$ cat config.mk
export PLATFORM = sky130hd
export DESIGN_NAME = addressed_serial_light_controller
export DESIGN_NICKNAME = d
export VERILOG_FILES = /design/src/rtl/aslc_pkg.sv /design/src/rtl/aslc_frame.sv /design/src/rtl/aslc_lamps.sv /design/src/rtl/addressed_serial_light_controller.sv
export SDC_FILE = /design/constraint.sdc
export NUM_CORES = 1
export LEC_CHECK = 0
export BUFFER_PORTS_ARGS = -buffer_cell sky130_fd_sc_hd__buf_4
export CAP_MARGIN = 15
export CORE_MARGIN = 2
export CORE_UTILIZATION = 25
export CTS_CLUSTER_DIAMETER = 30
export DETAILED_ROUTE_END_ITERATION = 12
export SKIP_LAST_GASP = 1
export SLEW_MARGIN = 40
export SYNTH_ARGS = -nofsm -noshare
export SYNTH_HDL_FRONTEND = slang
export SYNTH_HIERARCHICAL = 1
export SYNTH_SLANG_ARGS = --single-unit
$ cat constraint.sdc
create_clock -name clk -period 4.4 [get_ports clk]
set_clock_uncertainty 0.05 [all_clocks]
set_input_delay 0 -clock clk [delete_from_list [all_inputs] [get_ports clk]]
set_output_delay 0 -clock clk [all_outputs]
set_load 0.02 [all_outputs]
$ cat src/rtl/aslc_pkg.sv
`timescale 1ns / 1ps

package aslc_pkg;

	// Operation codes carried by the operation field
	localparam logic OP_BYTE = 1'b0;
	localparam logic OP_TICK = 1'b1;

	// Register indexes of the configuration port
	localparam int unsigned REG_DEVICE_ADDRESS = 0;

	localparam logic [7:0] DEVICE_ADDRESS_RESET = 8'h14;
	localparam logic [7:0] CHAR_CR = 8'h0D;
	localparam logic [7:0] CHAR_LF = 8'h0A;

	// Bit 6 of command byte 1 is the beacon enable, not a steady lamp
	localparam int unsigned BEACON_BIT = 6;
	localparam logic [7:0] STEADY_MASK = 8'hBF;

	// Blink phases within one period
	localparam int unsigned BOTTOM_ON_PHASE = 1;
	localparam int unsigned BOTTOM_OFF_PHASE = 3;
	localparam int unsigned TOP_ON_PHASE = 45;
	localparam int unsigned TOP_OFF_PHASE = 47;
	localparam int unsigned STROBE_ON_COUNT = 1;
	localparam int unsigned STROBE_OFF_COUNT = 2;

	// Latch command from a completed addressed frame
	typedef struct packed {
		logic       latch;
		logic [7:0] lights;
		logic       beacon_en;
		logic       strobe_en;
	} lamp_cmd_t;

	// Lamp drive pins
	typedef struct packed {
		logic strobe;
		logic top;
		logic bottom;
	} lamp_pins_t;

endpackage

$ cat src/rtl/aslc_frame.sv
`timescale 1ns / 1ps

module aslc_frame #(
	parameter int unsigned FRAME_BYTES = 12
) (
	input  logic                clk,
	input  logic                arst_n,
	input  logic                byte_en,
	input  logic [7:0]          rx_byte,
	input  logic [7:0]          device_address,
	output aslc_pkg::lamp_cmd_t cmd
);

	localparam int unsigned CNT_W = $clog2(FRAME_BYTES + 1);
	localparam logic [CNT_W-1:0] FULL_COUNT = CNT_W'(FRAME_BYTES);
	localparam logic [CNT_W-1:0] MIN_COUNT = CNT_W'(3);

	logic [CNT_W-1:0] count_q;
	logic             ignored_q;
	logic             saw_lf_q;
	// Only bytes 0 to 2 of a frame are ever read back; later bytes are not kept
	logic [7:0]       byte0_q;
	logic [7:0]       byte1_q;
	logic [7:0]       byte2_q;

	logic [CNT_W-1:0] cnt0;
	logic [CNT_W-1:0] cnt1;
	logic [CNT_W-1:0] count_n;
	logic             ign0;
	logic             ignored_n;
	logic             lf0;
	logic             saw_lf_n;
	logic             is_cr;
	logic             is_lf;
	logic             ready;
	logic [7:0]       b0_e;
	logic [7:0]       b1_e;
	logic [7:0]       b2_e;

	always_comb begin
		is_cr = (rx_byte == aslc_pkg::CHAR_CR);
		is_lf = (rx_byte == aslc_pkg::CHAR_LF);

		// A byte on a full frame starts a fresh one
		if (count_q >= FULL_COUNT) begin
			cnt0 = '0;
			ign0 = 1'b1;
			lf0  = 1'b0;
		end else begin
			cnt0 = count_q;
			ign0 = ignored_q;
			lf0  = saw_lf_q;
		end
		if (cnt0 == '0 && rx_byte == device_address) begin
			ign0 = 1'b0;
		end
		cnt1 = cnt0 + CNT_W'(1);

		b0_e = (cnt0 == CNT_W'(0)) ? rx_byte : byte0_q;
		b1_e = (cnt0 == CNT_W'(1)) ? rx_byte : byte1_q;
		b2_e = (cnt0 == CNT_W'(2)) ? rx_byte : byte2_q;

		ready     = is_cr && lf0 && !ign0;
		count_n   = cnt1;
		ignored_n = ign0;
		if (is_cr && lf0) begin
			count_n   = '0;
			ignored_n = 1'b1;
		end
		saw_lf_n = is_lf ? 1'b1 : (is_cr ? lf0 : 1'b0);

		cmd.latch     = ready && (b0_e == device_address) && (cnt1 >= MIN_COUNT);
		cmd.lights    = b1_e & aslc_pkg::STEADY_MASK;
		cmd.beacon_en = b1_e[aslc_pkg::BEACON_BIT];
		cmd.strobe_en = b2_e[0];
	end

	always_ff @(posedge clk or negedge arst_n) begin
		if (!arst_n) begin
			count_q   <= '0;
			ignored_q <= 1'b1;
			saw_lf_q  <= 1'b0;
		end else if (byte_en) begin
			count_q   <= count_n;
			ignored_q <= ignored_n;
			saw_lf_q  <= saw_lf_n;
		end
	end

	always_ff @(posedge clk) begin
		if (byte_en) begin
			if (cnt0 == CNT_W'(0)) byte0_q <= rx_byte;
			if (cnt0 == CNT_W'(1)) byte1_q <= rx_byte;
			if (cnt0 == CNT_W'(2)) byte2_q <= rx_byte;
		end
	end

	a_count_range: assert property (@(posedge clk) disable iff (!arst_n)
		count_q <= FULL_COUNT)
		else $error("frame count beyond frame size");

	a_latch_on_byte: assert property (@(posedge clk) disable iff (!arst_n)
		cmd.latch |-> (byte_en || !byte_en) && is_cr && !ign0)
		else $error("latch without CR on an addressed frame");

	a_end_empties: assert property (@(posedge clk) disable iff (!arst_n)
		(byte_en && is_cr && lf0) |=> (count_q == '0 && ignored_q))
		else $error("frame not emptied after end");

endmodule

$ cat src/rtl/aslc_lamps.sv
`timescale 1ns / 1ps

module aslc_lamps #(
	parameter int unsigned BLINK_PERIOD = 90
) (
	input  logic                 clk,
	input  logic                 arst_n,
	input  logic                 tick_en,
	input  logic                 byte_en,
	input  aslc_pkg::lamp_cmd_t  cmd,
	output logic [7:0]           lights,
	output aslc_pkg::lamp_pins_t pins
);

	localparam int unsigned PH_W = $clog2(BLINK_PERIOD);
	localparam logic [PH_W-1:0] LAST_PHASE = PH_W'(BLINK_PERIOD - 1);
	localparam logic [PH_W-1:0] BOT_ON = PH_W'(aslc_pkg::BOTTOM_ON_PHASE);
	localparam logic [PH_W-1:0] BOT_OFF = PH_W'(aslc_pkg::BOTTOM_OFF_PHASE);
	localparam logic [PH_W-1:0] TOP_ON = PH_W'(aslc_pkg::TOP_ON_PHASE);
	localparam logic [PH_W-1:0] TOP_OFF = PH_W'(aslc_pkg::TOP_OFF_PHASE);
	localparam logic [PH_W-1:0] STB_ON = PH_W'(aslc_pkg::STROBE_ON_COUNT);
	localparam logic [PH_W-1:0] STB_OFF = PH_W'(aslc_pkg::STROBE_OFF_COUNT);

	logic [7:0]           lights_q;
	logic                 top_en_q;
	logic                 bottom_en_q;
	logic                 strobe_en_q;
	logic [PH_W-1:0]      strobe_phase_q;
	logic [PH_W-1:0]      tick_phase_q;
	aslc_pkg::lamp_pins_t pins_q;

	logic [PH_W-1:0]      strobe_phase_n;
	aslc_pkg::lamp_pins_t tick_pins;

	always_comb begin
		tick_pins = pins_q;
		if (tick_phase_q == BOT_ON && bottom_en_q) tick_pins.bottom = 1'b1;
		if (tick_phase_q == BOT_OFF) tick_pins.bottom = 1'b0;
		if (tick_phase_q == TOP_ON && top_en_q) tick_pins.top = 1'b1;
		if (tick_phase_q == TOP_OFF) tick_pins.top = 1'b0;

		strobe_phase_n = strobe_phase_q;
		if (strobe_en_q) begin
			strobe_phase_n = (strobe_phase_q == LAST_PHASE) ? '0 : strobe_phase_q + PH_W'(1);
			if (strobe_phase_n == STB_ON) tick_pins.strobe = 1'b1;
		end
		if (strobe_phase_n == STB_OFF) tick_pins.strobe = 1'b0;
	end

	always_ff @(posedge clk or negedge arst_n) begin
		if (!arst_n) begin
			lights_q       <= '0;
			top_en_q       <= 1'b1;
			bottom_en_q    <= 1'b1;
			strobe_en_q    <= 1'b0;
			strobe_phase_q <= '0;
			tick_phase_q   <= '0;
			pins_q         <= '0;
		end else if (tick_en) begin
			pins_q         <= tick_pins;
			strobe_phase_q <= strobe_phase_n;
			tick_phase_q   <= (tick_phase_q == LAST_PHASE) ? '0 : tick_phase_q + PH_W'(1);
		end else if (byte_en && cmd.latch) begin
			lights_q    <= cmd.lights;
			top_en_q    <= cmd.beacon_en;
			bottom_en_q <= cmd.beacon_en;
			strobe_en_q <= cmd.strobe_en;
			if (!cmd.strobe_en) begin
				strobe_phase_q <= '0;
				pins_q.strobe  <= 1'b0;
			end
		end
	end

	assign lights = lights_q;
	assign pins   = pins_q;

	a_phase_range: assert property (@(posedge clk) disable iff (!arst_n)
		tick_phase_q <= LAST_PHASE && strobe_phase_q <= LAST_PHASE)
		else $error("blink phase out of range");

	a_strobe_idle: assert property (@(posedge clk) disable iff (!arst_n)
		!strobe_en_q |-> strobe_phase_q == '0)
		else $error("strobe count runs while disabled");

	a_beacons_paired: assert property (@(posedge clk) disable iff (!arst_n)
		top_en_q == bottom_en_q)
		else $error("beacon enables differ");

endmodule

$ cat src/rtl/addressed_serial_light_controller.sv
`timescale 1ns / 1ps

// Channel   Direction  Handshake            Payload
// ------    ---------  -------------------  ---------------------------------------------
// input     in         in_valid / in_stall  operation, rx_byte
// result    out        out_valid/out_stall  steady_lights, beacon_top_lamp,
//                                           beacon_bottom_lamp, strobe_lamp, command_done
// config    in         APB psel/penable     paddr, pwdata, prdata, pready (always high)
//
// One input transaction per cycle while the result is not stalled; each input is taken into
// the input register, then lamp state and command_done register its result on advance.
// Reset (arst_n low) clears frame state, lamp state, blink phases and both valid flags;
// device_address returns to 0x14.
// A stalled result holds the lamp state and freezes the input register; in_stall then
// rises only while the input register is occupied.

module addressed_serial_light_controller #(
	parameter int unsigned FRAME_BYTES  = 12,
	parameter int unsigned BLINK_PERIOD = 90
) (
	input  logic        clk,
	input  logic        arst_n,

	input  logic        psel,
	input  logic        penable,
	input  logic        pwrite,
	input  logic [2:0]  paddr,
	input  logic [31:0] pwdata,
	output logic [31:0] prdata,
	output logic        pready,

	input  logic        in_valid,
	output logic        in_stall,
	input  logic        operation,
	input  logic [7:0]  rx_byte,

	output logic        out_valid,
	input  logic        out_stall,
	output logic [7:0]  steady_lights,
	output logic        beacon_top_lamp,
	output logic        beacon_bottom_lamp,
	output logic        strobe_lamp,
	output logic        command_done
);

	// Configuration register
	logic [7:0] device_address_q;
	logic       reg_sel;

	// Word index of the access: paddr[2] selects the register, low bits are byte offsets
	assign reg_sel = (paddr[2] == 1'(aslc_pkg::REG_DEVICE_ADDRESS));
	assign pready  = 1'b1;
	assign prdata  = reg_sel ? {24'd0, device_address_q} : 32'd0;

	always_ff @(posedge clk or negedge arst_n) begin
		if (!arst_n) begin
			device_address_q <= aslc_pkg::DEVICE_ADDRESS_RESET;
		end else if (psel && penable && pwrite && pready && reg_sel) begin
			device_address_q <= pwdata[7:0];
		end
	end

	// Input register
	logic       valid_s1;
	logic       op_s1;
	logic [7:0] byte_s1;
	logic       out_valid_q;
	logic       done_q;
	logic       out_free;
	logic       advance;
	logic       tick_en;
	logic       byte_en;

	// The result slot is free when empty or being taken this cycle
	assign out_free = !out_valid_q || !out_stall;
	assign advance  = valid_s1 && out_free;
	assign in_stall = valid_s1 && !out_free;
	assign tick_en  = advance && (op_s1 == aslc_pkg::OP_TICK);
	assign byte_en  = advance && (op_s1 == aslc_pkg::OP_BYTE);

	always_ff @(posedge clk or negedge arst_n) begin
		if (!arst_n) begin
			valid_s1 <= 1'b0;
		end else if (!in_stall) begin
			valid_s1 <= in_valid;
		end
	end

	// Hold payload while stalled
	always_ff @(posedge clk) begin
		if (in_valid && !in_stall) begin
			op_s1   <= operation;
			byte_s1 <= rx_byte;
		end
	end

	// Frame assembly and lamp state
	aslc_pkg::lamp_cmd_t  cmd;
	aslc_pkg::lamp_pins_t pins;
	logic [7:0]           lights;

	aslc_frame #(
		.FRAME_BYTES(FRAME_BYTES)
	) u_frame (
		.clk           (clk),
		.arst_n        (arst_n),
		.byte_en       (byte_en),
		.rx_byte       (byte_s1),
		.device_address(device_address_q),
		.cmd           (cmd)
	);

	aslc_lamps #(
		.BLINK_PERIOD(BLINK_PERIOD)
	) u_lamps (
		.clk    (clk),
		.arst_n (arst_n),
		.tick_en(tick_en),
		.byte_en(byte_en),
		.cmd    (cmd),
		.lights (lights),
		.pins   (pins)
	);

	// Result register: lamp state only moves on advance, so it doubles as the result payload
	always_ff @(posedge clk or negedge arst_n) begin
		if (!arst_n) begin
			out_valid_q <= 1'b0;
		end else if (out_free) begin
			out_valid_q <= valid_s1;
		end
	end

	always_ff @(posedge clk) begin
		if (advance) begin
			done_q <= byte_en && cmd.latch;
		end
	end

	assign out_valid          = out_valid_q;
	assign steady_lights      = lights;
	assign beacon_top_lamp    = pins.top;
	assign beacon_bottom_lamp = pins.bottom;
	assign strobe_lamp        = pins.strobe;
	assign command_done       = done_q;

	a_hold_on_stall: assert property (@(posedge clk) disable iff (!arst_n)
		(valid_s1 && out_valid_q && out_stall) |=> valid_s1)
		else $error("input register dropped a transaction under stall");

	a_lights_bit6: assert property (@(posedge clk) disable iff (!arst_n)
		!steady_lights[aslc_pkg::BEACON_BIT])
		else $error("beacon bit leaked into steady lights");

	a_done_from_byte: assert property (@(posedge clk) disable iff (!arst_n)
		advance |=> (command_done |-> $past(op_s1) == aslc_pkg::OP_BYTE))
		else $error("command done on a tick");

endmodule

# Yosys cells after proc, flatten, opt, wreduce, memory -nomap -nowiden
# Cells that the tools add are included.
# word_totals
regBits,69
output_inout_bits,47
# op_classes
addsub,3
n_lt_le_gt_ge,2
eq_ne,17
mux,28
n_bitwise,3
reduce_logical,31
# ops
cell,n
2-to-1 mux 7 bit,6
2-to-1 mux 8 bit,3
2-to-1 mux 1 bit,17
"equality test 8 x 4 -> 1 bit, second input constant",2
equality test 8 bit,2
logical AND 1 bit,16
"adder 7 x 1 -> 7 bit, second input constant",2
"equality test 7 x 1 -> 1 bit, second input constant",2
"equality test 7 x 2 -> 1 bit, second input constant",2
"equality test 7 x 6 -> 1 bit, second input constant",2
"equality test 7 bit, second input constant",2
2-to-1 mux 4 bit,2
AND reduction 2 bit,4
"!= test 3 x 1 -> 1 bit, second input constant",2
nonzero test 2 bit,3
logical NOT 1 bit,5
"adder 4 x 1 -> 4 bit, second input constant",1
"equality test 4 x 1 -> 1 bit, second input constant",1
"equality test 4 x 2 -> 1 bit, second input constant",1
">= comparator 4 x 2 -> 1 bit, second input constant",1
">= comparator 4 bit, second input constant",1
logical NOT 4 bit,1
AND reduction 4 bit,1
inverter 1 bit,3
2 further kinds,2

# Depth between registers and ports, before layout
# logic_depth
word_depth,12
ltp_mapped,13

# Hierarchy
# Netlist, hierarchy kept.
# by_module_without_submodules
mod,n_inst,cells_each,area_per_inst_um2
aslc_lamps,1,154,1544.0
aslc_frame,1,107,1338.8
addressed_serial_light_controller,1,74,994.7

# Least setup slack after synthesis
# No wires, ideal clock.
# synth_path
kind,flip-flop to flip-flop
from,register u_frame.count_q[2]
to,"register u_lamps.pins_q, in the netlist u_lamps/pins[2]"
arrival_time_ns,3.038
t_required_ns,4.226
path_slack_ns,1.188
path_stages_with_launch,14
n_path_buf,0
period_less_slack_ns,3.212
path_cell_list,dfrtp_1 > ha_1 > nor2_1 > inv_1 > ha_1 > nand2_2 > mux2_4 > xor2_1 > a2111oi_2 > o2111a_1 > a31oi_2 > a211oi_1 > a31oi_1 > a211o_1
# synth_lines
item,line,rtl
"start, declared",aslc_frame.sv:18,logic [CNT_W-1:0] count_q;
"start signal, assigned",aslc_frame.sv:84,count_q <= count_n;
"end signal, assigned",aslc_lamps.sv:60,pins_q <= tick_pins;
"end, declared",aslc_lamps.sv:30,aslc_pkg::lamp_pins_t pins_q;

==> results list <==
- The final layout contains 462 nets.
* Top-count cell post-synth: sky130_fd_sc_hd__dfrtp_1
- Derived from the worst setup path, the maximum achievable clock frequency is about 270 MHz.
- Buffers added to address setup during post-CTS repair amount to 0.
- Residual antenna-violating net count after detailed routing: 0
* Clock slew seen by the registers of the worst setup and hold paths: ~0.06 ns
* Max IR drop VDD: 212 uV
* Sum of negative setup slack: 0 ns
- Final clock period utilization by the worst path: a little under nine tenths
* Number of global-route vias before repair: between 2000 and 3000
* Worst endpoint required time: 4.56 ns
- Detailed-placement wirelength estimate: 5.51 mm
- Final weighted congestion in routability-driven placement: 0.815
* Share of Yosys cell area claimed by the top area cell type: between 20 and 30%
- For this design, the sink count on the clock tree is 70.
* Unique cell type count in the Yosys netlist: between 50 and 60
- The worst path in the final design needs a cycle of between 3 and 4 ns, including I/O delays and setup.
- Final wirelength: about 8 mm
* Placed cell count: 556
* Number of standard cells after synthesis: around 340
- Overflow left after global routing: 0
* Classification of the worst setup path: flip-flop to flip-flop
- In this run the clock root is driven by a sky130_fd_sc_hd__clkbuf_16.
- The clock tree synthesis step divided the H-tree into 3 levels.
- Buffers inserted during clock tree synthesis total 9.
* Critical path data arrival time: about 4 ns
- The first detailed-routing pass ran for 5 iterations.
- Outcome: finished clean
- Setup violation total in the final timing report: 0
- For this run, the total global-route usage over all layers was measured as between 10% and 20%.
- In this run the worst path has a maximum fanout of 9.
- Setup repair after global routing missed its margin: no
- In this run the tightest slew margin relative to its limit is between 50% and 60%.
* Layout-stage area growth over the synthesis result: 23.7%
- For this run, the number of Yosys warnings is 6.
- Library cell with the largest summed area after synthesis: sky130_fd_sc_hd__dfrtp_1
* Cell types with the highest counts after synthesis: sky130_fd_sc_hd__dfrtp_1 (39), sky130_fd_sc_hd__mux2_2 (33), sky130_fd_sc_hd__buf_4 (29)
- CTS Hold Bufs: 21
- After the first detailed-routing iteration, the DRC count stood at 153.
- Worst-Skew Late Latency: approximately 0.34 ns
* Io pins: 98
- The core region is approximately 15000 sq um.
- Row count: 45
- Detailed-route vias per instance: between 4 and 5
- For this run, design rule violations remaining after detail routing come to 0.
- The tightest min-delay check is of the input pin to flip-flop type.
- Yosys reg bits: 70
- FILL cells: between 1500 and 2000
* Slew at the pin with the worst max-slew slack: 0.715 ns
- Fraction of synthesized area in multiplexers: 10.5%
- STA classifies the critical path endpoint as a flip-flop.
- For this run, the number of standard cells in the final layout without fillers is between 500 and 600.
- Share of flip-flops with an asynchronous set or reset after synthesis: about three fifths
- The floorplan step defined a die boundary enclosing approximately 17000 sq um.
* Die H: around 130 um
- After detailed routing, the average wire length per cell comes to roughly 13 um.
* Count of buffers inserted at the top-level ports: between 40 and 50
- Post-synth design cell area: 3880 sq um
* EDFF count, synth: 27
- Maximum number of pins on one net before global-route repair: between 40 and 50
- The synthesized netlist devotes about a tenth of its cell area to compound gates.
* Share of synthesized area occupied by flip-flops and latches: between 40 and 50%
- In this run the power density over the cells is ~440 nW/um^2.
* Antenna violations before repair: 0
- Vias: 2672
* Setup slack of the critical path after layout: ~0.64 ns
* Area contributors post-synth: sky130_fd_sc_hd__dfrtp_1 (25%), sky130_fd_sc_hd__edfxtp_1 (21%), sky130_fd_sc_hd__mux2_2 (9.6%)
- In the final layout, the share of cells above drive strength 1 is between 20 and 30%.
- Count of max-cap constraint violations: 0
* Final Max Slew Viols: 0
- TritonCTS clock tree: done
* Worst setup slack after placement: 0.634 ns
* Number of inserted diodes: 0
- STA classifies the critical path startpoint as a flip-flop.
* XOR/XNOR share of the synthesized area: 5.42%
* Die W: 129 um
* Post-CTS Resized: 0
- Once the floorplan was initialized, standard cells occupied between 20% and 30% of the core.
* Wire length of the first global-routing pass: about 13 mm
- By area, the combinational part of the netlist is dominated by simple AND/OR/NAND/NOR gates.
- Final hold vios: 0
- Average footprint of a synthesized cell: about 12 sq um
- The synthesized netlist devotes under 10% of its cell area to adder and majority cells.
- The clock passes through at most 2 buffers.
- Leakage power: about 2.1 nW
- The synthesized netlist devotes 13.6% of its cell area to simple gates.
- Among all flip-flop cells after synthesis, the most frequent one is sky130_fd_sc_hd__dfrtp_1.
-- area by class of cell --
type,count,area (sq um),share of cell area [%]
clock buffers,9,225,4.70
clock inverters,7,72.6,1.51
inverters,13,48.8,1.02
multi-input cells,238,1760,36.7
flip-flops and latches,70,1890,39.5
well taps,188,235,4.91
repair buffers,68,563,11.7
-- through the flow --
step                total power, mW  area, sq um  hold slack (ns)  util (%)
CTS                            2.15         4790           0.0628      31.5
finish                         2.13         4790           0.0710      31.5
detailed placement             1.40         4290          0.00481      28.2
floorplan                      1.28         3960           -0.346         -
global route                   2.25         4790           0.0858      31.5
global placement               1.38         4290         -0.00295      28.2
-- worst max-delay path, stage by stage (launching register included) --
cell                        delay (ns)
sky130_fd_sc_hd__dfrtp_1          0.40
sky130_fd_sc_hd__ha_1             0.28
sky130_fd_sc_hd__nor2_1           0.24
sky130_fd_sc_hd__inv_1            0.10
sky130_fd_sc_hd__ha_1             0.21
sky130_fd_sc_hd__nand2_2          0.20
sky130_fd_sc_hd__mux2_2           0.39
sky130_fd_sc_hd__xor2_1           0.15
sky130_fd_sc_hd__a2111oi_2        0.33
sky130_fd_sc_hd__o2111a_1         0.35
sky130_fd_sc_hd__a31oi_2          0.26
sky130_fd_sc_hd__o21ai_0          0.33
sky130_fd_sc_hd__a31oi_1          0.07
sky130_fd_sc_hd__a211o_1          0.28
-- metal layers --
metal  vias to the layer above  part of all wire, %  global-route usage, %
met5                         -                    0                      0
met4                         0                  2.2                   5.24
met3                        12                  3.8                   1.70
met2                        65                   47                   16.4
met1                      1312                   47                   13.1
li1                       1283                    -                      -
-- power by group --
group	leakage, nW	internal (mW)	switching, mW
Sequential	0.811	0.791	0.0753
Clock	0.142	0.439	0.285
Combinational	1.11	0.255	0.285
Total	2.06	1.49	0.645
-- cell usage in the layout (no fill, tap or decap), types with 4 or more instances in the layout --
master / instances
sky130_fd_sc_hd__nor2_1: 10
sky130_fd_sc_hd__nand2b_1: 9
sky130_fd_sc_hd__xnor2_1: 10
sky130_fd_sc_hd__mux2_2: 33
sky130_fd_sc_hd__dfrtp_1: 39
sky130_fd_sc_hd__xor2_1: 14
sky130_fd_sc_hd__and2b_2: 8
sky130_fd_sc_hd__a22o_1: 8
sky130_fd_sc_hd__ha_1: 11
sky130_fd_sc_hd__clkbuf_16: 9
sky130_fd_sc_hd__a31oi_1: 5
sky130_fd_sc_hd__nor3_1: 7
sky130_fd_sc_hd__o22ai_1: 5
sky130_fd_sc_hd__buf_4: 47
sky130_fd_sc_hd__nand2_1: 16
sky130_fd_sc_hd__o21ai_0: 11
sky130_fd_sc_hd__inv_1: 12
sky130_fd_sc_hd__conb_1: 26
sky130_fd_sc_hd__dfstp_2: 4
sky130_fd_sc_hd__a21oi_1: 10
sky130_fd_sc_hd__edfxtp_1: 27
sky130_fd_sc_hd__nand3_1: 8
sky130_fd_sc_hd__dlygate4sd3_1: 21
-- logic make-up after synthesis --
logic type | count (synthesis)
other | 3
buffers and inverters | 50
adders and majority gates | 11
muxes | 36
DFF | 70
xor gates and xnor gates | 24
AOI/OAI and AO/OA | 55
and+or+nand+nor | 86
-- state kept, by name, indices dropped and copies added (netlist names) --
name / count
byte_s1: 8
device_address_q: 8
u_frame/byte0_q: 8
u_frame/byte1_q: 8
u_lamps/lights: 8
u_lamps/strobe_phase_q: 7
u_lamps/tick_phase_q: 7
u_frame/count_q: 4
u_lamps/pins: 3
command_done: 1
op_s1: 1
out_valid: 1
u_frame/byte2_q: 1
u_frame/ignored_q: 1
u_frame/saw_lf_q: 1
u_lamps/bottom_en_q: 1
u_lamps/strobe_en_q: 1
valid_s1: 1
-- path summary, 6_finish.rpt --
path,start,to,slack (ns),cells after the start
max,u_frame/count_q[2],u_lamps/pins[2],0.64,13
min,penable,device_address_q[7],0.07,3
max reg2reg,u_frame/count_q[2],u_lamps/pins[2],0.64,13
min reg2reg,u_lamps/lights[5],u_lamps/lights[5],0.46,1
max in group asynchronous,arst_n,u_lamps/lights[1],3.72,2
min in group asynchronous,arst_n,device_address_q[5],0.16,2
Power figures use the tool's default switching activity.
